===== config.mk =====
export PLATFORM = sky130hd
export DESIGN_NAME = button_event_classifier
export DESIGN_NICKNAME = d
export VERILOG_FILES = /design/src/rtl/bec_pkg.sv /design/src/rtl/button_event_classifier.sv /design/src/rtl/bec_ctrl.sv /design/src/rtl/bec_dp.sv
export SDC_FILE = /design/constraint.sdc
export NUM_CORES = 1
export LEC_CHECK = 0
export BUFFER_PORTS_ARGS = -buffer_cell sky130_fd_sc_hd__buf_2
export CAP_MARGIN = 40
export CELL_PAD_IN_SITES_DETAIL_PLACEMENT = 1
export CELL_PAD_IN_SITES_GLOBAL_PLACEMENT = 1
export CORE_ASPECT_RATIO = 0.8
export CORE_MARGIN = 10
export CORE_UTILIZATION = 54
export CTS_CLUSTER_SIZE = 10
export DETAILED_ROUTE_END_ITERATION = 16
export GPL_TIMING_DRIVEN = 0
export PLACE_DENSITY = 0.9
export SYNTH_ARGS = -nofsm -noshare
export SYNTH_HDL_FRONTEND = slang
export SYNTH_HIERARCHICAL = 1
export SYNTH_SLANG_ARGS = --single-unit

===== constraint.sdc =====
create_clock -name i_clk -period 11.23 [get_ports i_clk]
set_clock_uncertainty 0.05 [all_clocks]
set_input_delay 2.246 -clock i_clk [delete_from_list [all_inputs] [get_ports i_clk]]
set_output_delay 2.246 -clock i_clk [all_outputs]
set_load 0.02 [all_outputs]

===== src/rtl/bec_pkg.sv =====
// ----------------------------------------------------------------------------
// Button event classifier package
// Shared constants, register indexes, press-state codes and the command and
// status types that join the controller and the datapath.
// ----------------------------------------------------------------------------
package bec_pkg;

    // Number of input lines and width of the hold timers.
    localparam int NUM_SOURCES = 5;
    localparam int HOLD_WIDTH  = 16;

    // Index width that addresses one source.
    localparam int IDX_W = (NUM_SOURCES > 1) ? $clog2(NUM_SOURCES) : 1;

    // Fixed field widths.
    localparam int SRC_W      = 3;
    localparam int MASK_W     = 5;
    localparam int HOLD_CFG_W = 16;
    localparam int CFG_IDX_W  = 3;
    localparam int CFG_DATA_W = 16;

    localparam logic [HOLD_CFG_W-1:0] HOLD_RESET = 16'd1000;

    // Configuration register indexes.
    localparam logic [CFG_IDX_W-1:0] REG_INVERT    = 3'd0;
    localparam logic [CFG_IDX_W-1:0] REG_BUTTON    = 3'd1;
    localparam logic [CFG_IDX_W-1:0] REG_LONG      = 3'd2;
    localparam logic [CFG_IDX_W-1:0] REG_EV0_EN    = 3'd3;
    localparam logic [CFG_IDX_W-1:0] REG_EV1_EN    = 3'd4;
    localparam logic [CFG_IDX_W-1:0] REG_HOLD      = 3'd5;

    // Button press states.
    localparam logic [1:0] PS_IDLE    = 2'd0;
    localparam logic [1:0] PS_PRESSED = 2'd1;
    localparam logic [1:0] PS_LONG    = 2'd2;

    // Event indexes.
    localparam logic EV_PRIMARY   = 1'b0;
    localparam logic EV_SECONDARY = 1'b1;

    // Commands from the controller to the datapath.
    typedef struct packed {
        logic             load;
        logic             step;
        logic [IDX_W-1:0] idx;
    } t_cmd;

    // Status from the datapath to the controller.
    typedef struct packed {
        logic need_emit;
        logic out_free;
    } t_stat;

    // Bit of a per-source mask; sources beyond the mask read as zero.
    function automatic logic mask_bit(logic [MASK_W-1:0] m, logic [IDX_W-1:0] s);
        logic [MASK_W-1:0] t;
        t = m >> s;
        return t[0];
    endfunction

endpackage


===== src/rtl/button_event_classifier.sv =====
// ----------------------------------------------------------------------------
// Button event classifier
// Turns level changes on several input lines into click and hold events,
// with per-source inversion, button handling and long-press timers.
// ----------------------------------------------------------------------------
// Usage:
//   Input channel (i_in_valid / o_in_stall, fields i_mode, i_source,
//   i_level) takes one item at a time: a level change of one source, or a
//   tick that counts down every armed hold timer.
//   Output channel (o_out_valid / i_out_stall) delivers zero or more events
//   per item; o_last marks the final event of an item. An item that yields no
//   event produces nothing on the output. Configuration channel
//   (i_cfg_valid / o_cfg_ready, i_cfg_index, i_cfg_data) writes the masks and
//   the hold length; the user writes only while the block idles, unenforced.
// Sequencing:
//   A level change is accepted, then takes one update step; a tick is
//   accepted, then the controller visits one source timer per cycle unless
//   stalled. An event shows on the output in the cycle after its step.
//   When the receiver stalls, a step that has an event to deliver waits
//   until the output register frees, and the input stays stalled.
// Reset: all buttons idle, timers disarmed, masks zero, hold length 1000.
// ----------------------------------------------------------------------------
module button_event_classifier (
    input  logic                           i_clk,
    input  logic                           i_rst_n,
    input  logic                           i_cfg_valid,
    output logic                           o_cfg_ready,
    input  logic [bec_pkg::CFG_IDX_W-1:0]  i_cfg_index,
    input  logic [bec_pkg::CFG_DATA_W-1:0] i_cfg_data,
    input  logic                           i_in_valid,
    output logic                           o_in_stall,
    input  logic                           i_mode,
    input  logic [bec_pkg::SRC_W-1:0]      i_source,
    input  logic                           i_level,
    output logic                           o_out_valid,
    input  logic                           i_out_stall,
    output logic [bec_pkg::SRC_W-1:0]      o_event_source,
    output logic                           o_event_index,
    output logic                           o_last
);
    import bec_pkg::*;

    t_cmd  cmd;
    t_stat stat;

    // Sequencer for items and timer walks.
    bec_ctrl u_ctrl (
        .i_clk      (i_clk),
        .i_rst_n    (i_rst_n),
        .i_in_valid (i_in_valid),
        .i_mode     (i_mode),
        .o_in_stall (o_in_stall),
        .i_stat     (stat),
        .o_cmd      (cmd)
    );

    // State, configuration and output register.
    bec_dp u_dp (
        .i_clk          (i_clk),
        .i_rst_n        (i_rst_n),
        .i_cfg_valid    (i_cfg_valid),
        .o_cfg_ready    (o_cfg_ready),
        .i_cfg_index    (i_cfg_index),
        .i_cfg_data     (i_cfg_data),
        .i_mode         (i_mode),
        .i_source       (i_source),
        .i_level        (i_level),
        .i_cmd          (cmd),
        .o_stat         (stat),
        .o_out_valid    (o_out_valid),
        .i_out_stall    (i_out_stall),
        .o_event_source (o_event_source),
        .o_event_index  (o_event_index),
        .o_last         (o_last)
    );

endmodule


===== src/rtl/bec_ctrl.sv =====
// ----------------------------------------------------------------------------
// Button event classifier controller
// Sequences one item at a time: a level change takes one step, a tick walks
// the hold timers one source per step. A step that produces an event waits
// until the output register is free.
// ----------------------------------------------------------------------------
module bec_ctrl (
    input  logic          i_clk,
    input  logic          i_rst_n,
    input  logic          i_in_valid,
    input  logic          i_mode,
    output logic          o_in_stall,
    input  bec_pkg::t_stat i_stat,
    output bec_pkg::t_cmd  o_cmd
);
    import bec_pkg::*;

    localparam logic [1:0] CS_IDLE  = 2'd0;
    localparam logic [1:0] CS_LEVEL = 2'd1;
    localparam logic [1:0] CS_SCAN  = 2'd2;

    localparam logic [IDX_W-1:0] LAST_IDX = IDX_W'(NUM_SOURCES - 1);

    logic [1:0]       r_state, n_state;
    logic [IDX_W-1:0] r_idx, n_idx;
    logic             accept;
    logic             go;

    // A step may proceed when it emits nothing or the output can take it.
    assign go         = !i_stat.need_emit || i_stat.out_free;
    assign accept     = i_in_valid && (r_state == CS_IDLE);
    assign o_in_stall = (r_state != CS_IDLE);

    // Next state and commands.
    always_comb begin
        n_state    = r_state;
        n_idx      = r_idx;
        o_cmd.load = 1'b0;
        o_cmd.step = 1'b0;
        o_cmd.idx  = r_idx;
        unique case (r_state)
            CS_IDLE: begin
                if (accept) begin
                    o_cmd.load = 1'b1;
                    n_idx      = '0;
                    n_state    = i_mode ? CS_SCAN : CS_LEVEL;
                end
            end
            CS_LEVEL: begin
                if (go) begin
                    o_cmd.step = 1'b1;
                    n_state    = CS_IDLE;
                end
            end
            CS_SCAN: begin
                if (go) begin
                    o_cmd.step = 1'b1;
                    if (r_idx == LAST_IDX) begin
                        n_state = CS_IDLE;
                    end else begin
                        n_idx = r_idx + 1'b1;
                    end
                end
            end
            default: begin
                n_state = CS_IDLE;
            end
        endcase
    end

    // State registers.
    always_ff @(posedge i_clk) begin
        if (!i_rst_n) begin
            r_state <= CS_IDLE;
            r_idx   <= '0;
        end else begin
            r_state <= n_state;
            r_idx   <= n_idx;
        end
    end

endmodule


===== src/rtl/bec_dp.sv =====
// ----------------------------------------------------------------------------
// Button event classifier datapath
// Holds the configuration registers, the per-source press states and hold
// timers, the captured item and the output register.
// ----------------------------------------------------------------------------
module bec_dp (
    input  logic                              i_clk,
    input  logic                              i_rst_n,
    input  logic                              i_cfg_valid,
    output logic                              o_cfg_ready,
    input  logic [bec_pkg::CFG_IDX_W-1:0]     i_cfg_index,
    input  logic [bec_pkg::CFG_DATA_W-1:0]    i_cfg_data,
    input  logic                              i_mode,
    input  logic [bec_pkg::SRC_W-1:0]         i_source,
    input  logic                              i_level,
    input  bec_pkg::t_cmd                     i_cmd,
    output bec_pkg::t_stat                    o_stat,
    output logic                              o_out_valid,
    input  logic                              i_out_stall,
    output logic [bec_pkg::SRC_W-1:0]         o_event_source,
    output logic                              o_event_index,
    output logic                              o_last
);
    import bec_pkg::*;

    localparam logic [32:0] HOLD_MAX = (33'd1 << HOLD_WIDTH) - 33'd1;

    // Configuration registers.
    logic [MASK_W-1:0]     r_inv, r_btn, r_lp, r_en0, r_en1;
    logic [HOLD_CFG_W-1:0] r_hold;

    // Per-source state.
    logic [1:0]            r_ps    [NUM_SOURCES];
    logic [HOLD_WIDTH-1:0] r_cnt   [NUM_SOURCES];
    logic                  r_armed [NUM_SOURCES];

    // Captured item.
    logic             r_mode;
    logic [SRC_W-1:0] r_src;
    logic             r_lvl;

    // Output register.
    logic             r_out_valid;
    logic [SRC_W-1:0] r_ev_src;
    logic             r_ev_idx;
    logic             r_last;

    logic [IDX_W-1:0]      addr;
    logic                  src_ok;
    logic [NUM_SOURCES-1:0] expire, emit_t, higher;
    logic                  lvl, btn, lp;
    logic [1:0]            ps, n_ps;
    logic                  armed, n_armed;
    logic [HOLD_WIDTH-1:0] cnt, n_cnt, hold_load;
    logic                  lev_emit, lev_idx, ev_en, need_emit, out_free;
    logic [HOLD_CFG_W-1:0] hold_nz;
    logic [32:0]           hold_ext;

    assign o_cfg_ready = 1'b1;

    // Timer load value: zero loads one, values too wide saturate.
    always_comb begin
        hold_nz  = (r_hold == '0) ? HOLD_CFG_W'(1) : r_hold;
        hold_ext = 33'(hold_nz);
        if (hold_ext > HOLD_MAX) begin
            hold_ext = HOLD_MAX;
        end
        hold_load = HOLD_WIDTH'(hold_ext);
    end

    // Expiry and tick events of every source, for the last-event flag.
    always_comb begin
        for (int s = 0; s < NUM_SOURCES; s++) begin
            expire[s] = r_armed[s] && (r_cnt[s] <= HOLD_WIDTH'(1));
            emit_t[s] = expire[s] && (r_ps[s] == PS_PRESSED)
                        && mask_bit(r_en1, IDX_W'(s));
            higher[s] = (s > int'(i_cmd.idx));
        end
    end

    // Step logic for the addressed source.
    always_comb begin
        addr     = r_mode ? i_cmd.idx : IDX_W'(r_src);
        src_ok   = r_mode || (int'(r_src) < NUM_SOURCES);
        ps       = r_ps[addr];
        cnt      = r_cnt[addr];
        armed    = r_armed[addr];
        lvl      = r_lvl ^ mask_bit(r_inv, addr);
        btn      = mask_bit(r_btn, addr);
        lp       = mask_bit(r_lp, addr);
        n_ps     = ps;
        n_cnt    = cnt;
        n_armed  = armed;
        lev_emit = 1'b0;
        lev_idx  = EV_PRIMARY;
        if (r_mode) begin
            // Tick: count down an armed timer and promote on expiry.
            if (armed) begin
                if (cnt != '0) begin
                    n_cnt = cnt - 1'b1;
                end
                if (expire[addr]) begin
                    n_armed = 1'b0;
                    if (ps == PS_PRESSED) begin
                        n_ps = PS_LONG;
                    end
                end
            end
        end else if (btn) begin
            if (lvl) begin
                // Press from idle: arm the timer unless armed, or click at once.
                if (ps == PS_IDLE) begin
                    n_ps = PS_PRESSED;
                    if (lp) begin
                        if (!armed) begin
                            n_armed = 1'b1;
                            n_cnt   = hold_load;
                        end
                    end else begin
                        lev_emit = 1'b1;
                        lev_idx  = EV_PRIMARY;
                    end
                end
            end else begin
                // Release: a short press reports its event.
                if (lp) begin
                    n_armed  = 1'b0;
                    n_cnt    = '0;
                    lev_emit = (ps == PS_PRESSED);
                    lev_idx  = EV_PRIMARY;
                end else begin
                    lev_emit = (ps == PS_PRESSED);
                    lev_idx  = EV_SECONDARY;
                end
                n_ps = PS_IDLE;
            end
        end else begin
            // Plain line: the event index follows the level.
            lev_emit = 1'b1;
            lev_idx  = lvl;
        end
        ev_en     = lev_idx ? mask_bit(r_en1, addr) : mask_bit(r_en0, addr);
        need_emit = r_mode ? emit_t[addr] : (src_ok && lev_emit && ev_en);
    end

    assign out_free         = !r_out_valid || !i_out_stall;
    assign o_stat.need_emit = need_emit;
    assign o_stat.out_free  = out_free;

    // Configuration writes.
    always_ff @(posedge i_clk) begin
        if (!i_rst_n) begin
            r_inv  <= '0;
            r_btn  <= '0;
            r_lp   <= '0;
            r_en0  <= '0;
            r_en1  <= '0;
            r_hold <= HOLD_RESET;
        end else if (i_cfg_valid) begin
            unique case (i_cfg_index)
                REG_INVERT: r_inv  <= i_cfg_data[MASK_W-1:0];
                REG_BUTTON: r_btn  <= i_cfg_data[MASK_W-1:0];
                REG_LONG:   r_lp   <= i_cfg_data[MASK_W-1:0];
                REG_EV0_EN: r_en0  <= i_cfg_data[MASK_W-1:0];
                REG_EV1_EN: r_en1  <= i_cfg_data[MASK_W-1:0];
                REG_HOLD:   r_hold <= i_cfg_data[HOLD_CFG_W-1:0];
                default: begin
                end
            endcase
        end
    end

    // Per-source state update.
    always_ff @(posedge i_clk) begin
        if (!i_rst_n) begin
            for (int s = 0; s < NUM_SOURCES; s++) begin
                r_ps[s]    <= PS_IDLE;
                r_cnt[s]   <= '0;
                r_armed[s] <= 1'b0;
            end
        end else if (i_cmd.step && src_ok) begin
            r_ps[addr]    <= n_ps;
            r_cnt[addr]   <= n_cnt;
            r_armed[addr] <= n_armed;
        end
    end

    // Item capture.
    always_ff @(posedge i_clk) begin
        if (i_cmd.load) begin
            r_mode <= i_mode;
            r_src  <= i_source;
            r_lvl  <= i_level;
        end
    end

    // Output valid flag.
    always_ff @(posedge i_clk) begin
        if (!i_rst_n) begin
            r_out_valid <= 1'b0;
        end else if (i_cmd.step && need_emit) begin
            r_out_valid <= 1'b1;
        end else if (!i_out_stall) begin
            r_out_valid <= 1'b0;
        end
    end

    // Output payload.
    always_ff @(posedge i_clk) begin
        if (i_cmd.step && need_emit) begin
            r_ev_src <= SRC_W'(addr);
            r_ev_idx <= r_mode ? EV_SECONDARY : lev_idx;
            r_last   <= r_mode ? !(|(emit_t & higher)) : 1'b1;
        end
    end

    assign o_out_valid    = r_out_valid;
    assign o_event_source = r_ev_src;
    assign o_event_index  = r_ev_idx;
    assign o_last         = r_last;

    // A step that emits never overwrites a result still waiting.
    a_no_overwrite: assert property (@(posedge i_clk) disable iff (!i_rst_n)
        (i_cmd.step && need_emit) |-> out_free)
        else $error("event step issued while output register busy");

    // The output register is empty right after reset.
    a_reset_empty: assert property (@(posedge i_clk)
        $past(!i_rst_n) |-> !r_out_valid)
        else $error("output valid after reset");

    // A new item is never captured while a step is issued.
    a_load_step: assert property (@(posedge i_clk) disable iff (!i_rst_n)
        !(i_cmd.load && i_cmd.step))
        else $error("load and step in the same cycle");

    // An armed timer always holds a nonzero count.
    a_armed_nonzero: assert property (@(posedge i_clk) disable iff (!i_rst_n)
        (r_armed[addr] |-> (r_cnt[addr] != '0)))
        else $error("armed hold timer with zero count");

endmodule


# --- After elaboration in Yosys (flattened, before gate mapping) ---
# Memories as Yosys holds them, arrays and structs flattened.
# Cells that the tools add are included.
totals:
  out_inout_bits: 8
  in_bits: 29
  elab_cells: 174
  register_bits: 57
  mem_count: 3
  mem_bits_rw: 95
memory_table:
  columns: ["name", "words", "width", "rd", "rd_clocked_by_memory_dff", "wr", "line_no", "text"]
  rows:
  - ["u_dp.r_cnt", 5, 16, 6, 0, 5, "bec_dp.sv:34", "logic [HOLD_WIDTH-1:0] r_cnt [NUM_SOURCES];"]
  - ["u_dp.r_ps", 5, 2, 6, 0, 5, "bec_dp.sv:33", "logic [1:0] r_ps [NUM_SOURCES];"]
  - ["u_dp.r_armed", 5, 1, 6, 0, 5, "bec_dp.sv:35", "logic r_armed [NUM_SOURCES];"]
op_classes:
  n_eq_ne: 20
  magnitude_cmp: 11
  shifts: 5
  muxes: 69
  reduce_logical: 47
  n_bitwise: 2
  n_addsub: 2
op_table:
  columns: ["cell", "count"]
  rows:
  - ["16-bit two-way mux", 11]
  - ["16-bit by 1-bit less-or-equal comparator with 1-bit output, second input constant", 5]
  - ["1-bit two-way mux", 34]
  - ["2-bit two-way mux", 13]
  - ["5-bit by 3-bit >> shifter with 1-bit output", 5]
  - ["3-bit two-way mux", 7]
  - ["1-bit logical AND", 20]
  - ["16-bit zero test", 1]
  - ["16-bit nonzero test", 1]
  - ["16-bit OR reduction", 1]
  - ["16-bit by 1-bit subtractor with 16-bit output, second input constant", 1]
  - ["2-bit by 1-bit == test with 1-bit output, second input constant", 7]
  - ["2-bit AND reduction", 6]
  - ["2-bit by 1-bit inequality test with 1-bit output, second input constant", 5]
  - ["3-bit == test, second input constant", 3]
  - ["4-bit AND reduction", 2]
  - ["1-bit binary-select mux with 3-bit select", 2]
  - ["3-bit by 2-bit == test with 1-bit output, second input constant", 2]
  - ["2-bit by 3-bit greater-than comparator with 1-bit output, first input constant", 2]
  - ["2-bit case mux with 3 select lines", 1]
  - ["3-bit case mux with 2 select lines", 1]
  - ["5-bit bitwise AND", 1]
  - ["5-bit OR reduction", 1]
  - ["1-bit zero test", 4]
  - ["other kinds (15)", 20]

# --- Depth between registers and ports, before layout ---
depth:
  word_depth: 20
  mapped_depth: 21
  ltp_nobuf: 16

# --- Modules after synthesis ---
# Netlist, hierarchy kept.
by_module_without_submodules:
  columns: ["mod", "area_each_um2", "cells_each", "n_inst", "seq_area_each_um2"]
  rows:
  - ["bec_dp", 10576.4, 1016, 1, 5655.4]
  - ["bec_ctrl", 397.9, 47, 1, 100.1]

# --- Least setup slack after synthesis ---
# Ideal clock, no wire load.
synth_timing:
  kind: "flip-flop to flip-flop"
  from: "register u_dp.r_mode"
  to: "memory u_dp.r_armed[5], enable pin"
  setup_ns: 0.395
  synth_period_minus_slack_ns: 4.969
  path_slack_ns: 6.261
  n_path_buf: 4
  arrival_ns: 4.524
  required_time_ns: 10.785
  stages_incl_launch_ff: 20
  cell_sequence: "edfxtp_1 > buf_6 > mux2i_4 > inv_2 > buf_6 > buf_2 > mux2_2 > o211a_1 > a221oi_2 > mux2i_1 > mux2i_1 > o211ai_1 > nand2_1 > buf_4 > nor2b_4 > nor2b_1 > nand2_1 > a31oi_1 > nand2_1 > nor2_1"
synth_rtl:
  columns: ["element", "line_no", "text"]
  rows:
  - ["start, declared", "bec_dp.sv:38", "logic r_mode;"]
  - ["start signal, assigned", "bec_dp.sv:191", "r_mode <= i_mode;"]
  - ["end, declared", "bec_dp.sv:35", null]

==> results.py <==
metrics = {
    "outcome": {
        "status": "finished, final reports clean",
    },
    "run": {
        "drv_cap": 0,
    },
    "synthesis": {
        "synth_edf_count": 157,
        "synth_nets": 1099,
        "synth_flop_cell": "edfxtp_1",
        "yosysMostFrequentCell": "edfxtp_1",
        "syn_area_mm2": 0.0110,
        "yosysSeqAreaShare": 0.524,
        "synth_compound_area_frac": 0.147,
        "yosys_warnings": 6,
        "yosys.area_share.simple": 0.206,
        "syn_avg_cell_area_um2": 10.3,
        "syn_inst": 1063,
        "synthXorXnorAreaFrac": 0.00160,
        "synth_top_family_by_area": "simple AND/OR/NAND/NOR gates",
        "synth_top_area_share": 0.430,
        "synthMuxAreaShare": 0.0717,
        "async_flop_share": 0,
        "synth.largest_area_cell": "edfxtp_1",
        "synth_top_cells_by_area": "edfxtp_1 43%, dfxtp_1 9.5%, mux2i_1 5.4%",
        "synth.distinct_cells": 98,
        "synthTopCellsByCount": "157 x edfxtp_1, 126 x nand2_1, 119 x nor2_1",
        "ys_seq_elements": 209,
        "synthAdderAreaFrac": 0.00798,
    },
    "sta": {
        "clock.fmax_ghz": 0.139,
        "max_slew.worst_pin.slew_ns": 1.07,
        "maxSlewHeadroom": 0.284,
        "setup_ws_ns": 4.03,
        "finalHoldViolCount": 0,
        "setup_violations": 0,
        "finalCriticalPeriod_ns": 7.20,
        "slew_viol_final": 0,
        "fin_crit_sh": 0.642,
        "fin_setup_tns_ns": 0,
        "grt_setup_unrepaired": "no",
    },
    "setup_path": {
        "slowest_delay_ns": 0.60,
        "critPathLaunch": "u_dp/r_src[1]",
        "r2r-end": "u_dp/r_cnt[0][10]",
        "cp_top_family": "buffers and inverters",
        "crit_buf_inv": 6,
        "cp-start-kind": "flip-flop",
        "cpMostUsedCell": "nand2_1",
        "reg2reg_from": "u_dp/r_src[1]",
        "crit_required_ns": 11.39,
        "path_class": "flip-flop to flip-flop",
        "reg2reg_depth": 19,
        "crit_arrival_ns": 7.37,
        "crit_path_cell_trace": "mux2i_2 > buf_2 > buf_2 > buf_1 > o22ai_1 > a221oi_2 > mux2i_1 > mux2i_1 > o211ai_1 > nand2_1 > buf_4 > nor2b_4 > nor2b_1 > nand2_1 > a31oi_1 > nand3_1 > clkbuf_1 > nand2_1 > buf_16",
        "cp.depth": 19,
        "cp_slowest_cell": "buf_1",
        "regToRegSetupSlack_ns": 4.03,
        "end_kind": "flip-flop",
        "cp_max_fo": 15,
    },
    "grt": {
        "antenna_found_initial": 2,
        "first_global_vias": 10300,
        "grt_first_pass_wirelength_mm": 64.6,
        "grt_max_degree": 19,
        "grtUsageTotal": 0.324,
        "grt_overflow": 0,
    },
    "final_layout": {
        "final_nets": 1176,
        "drive_gt1_frac": 0.139,
        "area_growth_pct": 12.9,
        "final_cells": 1422,
        "design_area_mm2": 0.0124,
    },
    "power_and_ir_drop": {
        "power.internal_mw": 1.44,
        "clock_power_share": 0.334,
        "ir_drop_mv": 0.191,
        "p_leak_nw": 4.36,
        "power_frac_seq": 0.420,
        "p_per_area_mw_per_mm2": 173,
        "combPwrFrac": 0.246,
        "power.net_switching_mw": 0.711,
        "switching_share": 0.331,
    },
    "placement": {
        "portBuffers": 33,
        "dp_hpwl_mm": 31.7,
        "globalplace.congestion": 1.01,
        "post_dp_cell_area_mm2": 0.0117,
        "dp.cells": 1374,
        "pre_cts_slack_ns": 4.54,
    },
    "cts": {
        "cts_setup_buffers": 0,
        "clkLatencyLatePin_ns": 0.52,
        "cts_buffers": 24,
        "cts_htree_levels": 1,
        "cts_tree": "built",
        "post_cts_resize_count": 0,
        "path_clk_slew_ns": 0.06,
        "cts_sinks": 209,
        "cts_buffer_depth": 3,
        "cts-root-buf": "clkbuf_16",
        "ctsHoldBuffers": 0,
    },
    "route": {
        "first_iter_violations": 1553,
        "wire_per_inst_um": 31.0,
        "via_per_inst": 7.09,
        "dr_wl_met3_mm": 6.26,
        "wirelength_mm": 44.0,
        "via_count": 10100,
        "route.met2.wl_mm": 18.8,
        "m1WireLength_mm": 16.8,
        "drc": 0,
        "drtPass1Iterations": 6,
        "highest_layer": "met5",
        "ant_nets": 0,
    },
    "floorplanning": {
        "rows": 46,
        "start_util": 0.551,
        "die_x_um": 179,
        "ios": 37,
        "die_y_um": 148,
        "coreArea_mm2": 0.0199,
        "die-area_mm2": 0.0265,
    },
    "hold_path": {
        "worstHoldStart": "u_ctrl/r_state[1]",
        "min_to": "u_ctrl/r_state[1]",
        "hold_depth": 2,
        "min_path_type": "flip-flop to flip-flop",
    },
}
[logic make-up (layout without fill, tap and decap cells)]
logic type | count (synthesis) | count (layout)
multiplexers | 73 | 73
adder cells (fa/ha/maj) | 7 | 7
buffers and inverters | 104 | 198
AND/OR/NAND/NOR | 457 | 457
flip-flops | 209 | 209
AO/OA/AOI/OAI | 210 | 210
XOR/XNOR | 2 | 2
other | 1 | 2
[layout make-up]
class / count / area [um^2]
sequential: 209 / 5760
clock buffer: 43 / 693
buffer: 63 / 299
fill: 2202 / 7520
inverter: 41 / 154
timing repair buffer: 51 / 384
tap: 264 / 330
multi-input combinational: 750 / 4770
antenna: 1 / 2.50
[worst reg2reg max path: stages (launching register included)]
cell	delay, ns
edfxtp_1	0.54
mux2i_2	0.45
buf_2	0.35
buf_2	0.36
buf_1	0.61
o22ai_1	0.26
a221oi_2	0.57
mux2i_1	0.55
mux2i_1	0.15
o211ai_1	0.30
nand2_1	0.10
buf_4	0.15
nor2b_4	0.14
nor2b_1	0.15
nand2_1	0.08
a31oi_1	0.57
nand3_1	0.22
clkbuf_1	0.48
nand2_1	0.57
buf_16	0.23
[routing by layer]
metal	up-vias	track usage
met2	802	0.489
met1	4964	0.417
li1	4133	-
met3	184	0.110
met5	-	0
met4	2	0.133
[worst max path at each step]
stage                             end  slack (ns)
floorplan             u_dp/r_armed[5]        6.26
global placement     u_dp/r_cnt[7][7]        4.00
detailed placement    u_dp/r_ps[3][0]        4.54
CTS                  u_dp/r_cnt[4][0]        4.46
global route         u_dp/r_cnt[3][2]        4.08
finish              u_dp/r_cnt[0][10]        4.03
[metrics by stage]
stage / utilization / hold WS [ns] / power [mW]
after floorplan: - / 0.405 / 1.21
after global placement: 0.576 / 0.419 / 1.37
after detailed placement: 0.586 / 0.432 / 1.40
after CTS: 0.621 / 0.443 / 2.11
after global routing: 0.622 / 0.478 / 2.19
final: 0.622 / 0.440 / 2.15
[layout by cell type, fill, tap and decap left out, types with 28 or more instances in the layout]
master and instances:
mux2i_1 59, nor4_1 30, buf_2 57, clkbuf_1 53, a21oi_1 33, edfxtp_1 157, dfxtp_1 52, nor2b_1 31
nand3_1 41, nor2_1 116, nand2_1 126, inv_1 37, o21ai_0 28
[state kept, by name, summed over array words and instances, names as in the netlist, 5 cells and up]
register	count
u_dp/r_hold	16
u_dp/r_en0	5
u_dp/r_en1	5
u_dp/r_ps	16
u_dp/r_inv	5
u_dp/r_btn	5
u_dp/r_cnt	128
u_dp/r_armed	8
u_dp/r_lp	5
[power by group through the flow]
stage,registers (mW),logic [mW],clock network [mW]
finish,0.903,0.528,0.718
global route,0.903,0.542,0.750
CTS,0.900,0.495,0.719
detailed placement,0.916,0.488,0
global placement,0.914,0.458,0
floorplan,0.906,0.301,0
Power figures use the tool's default switching activity.
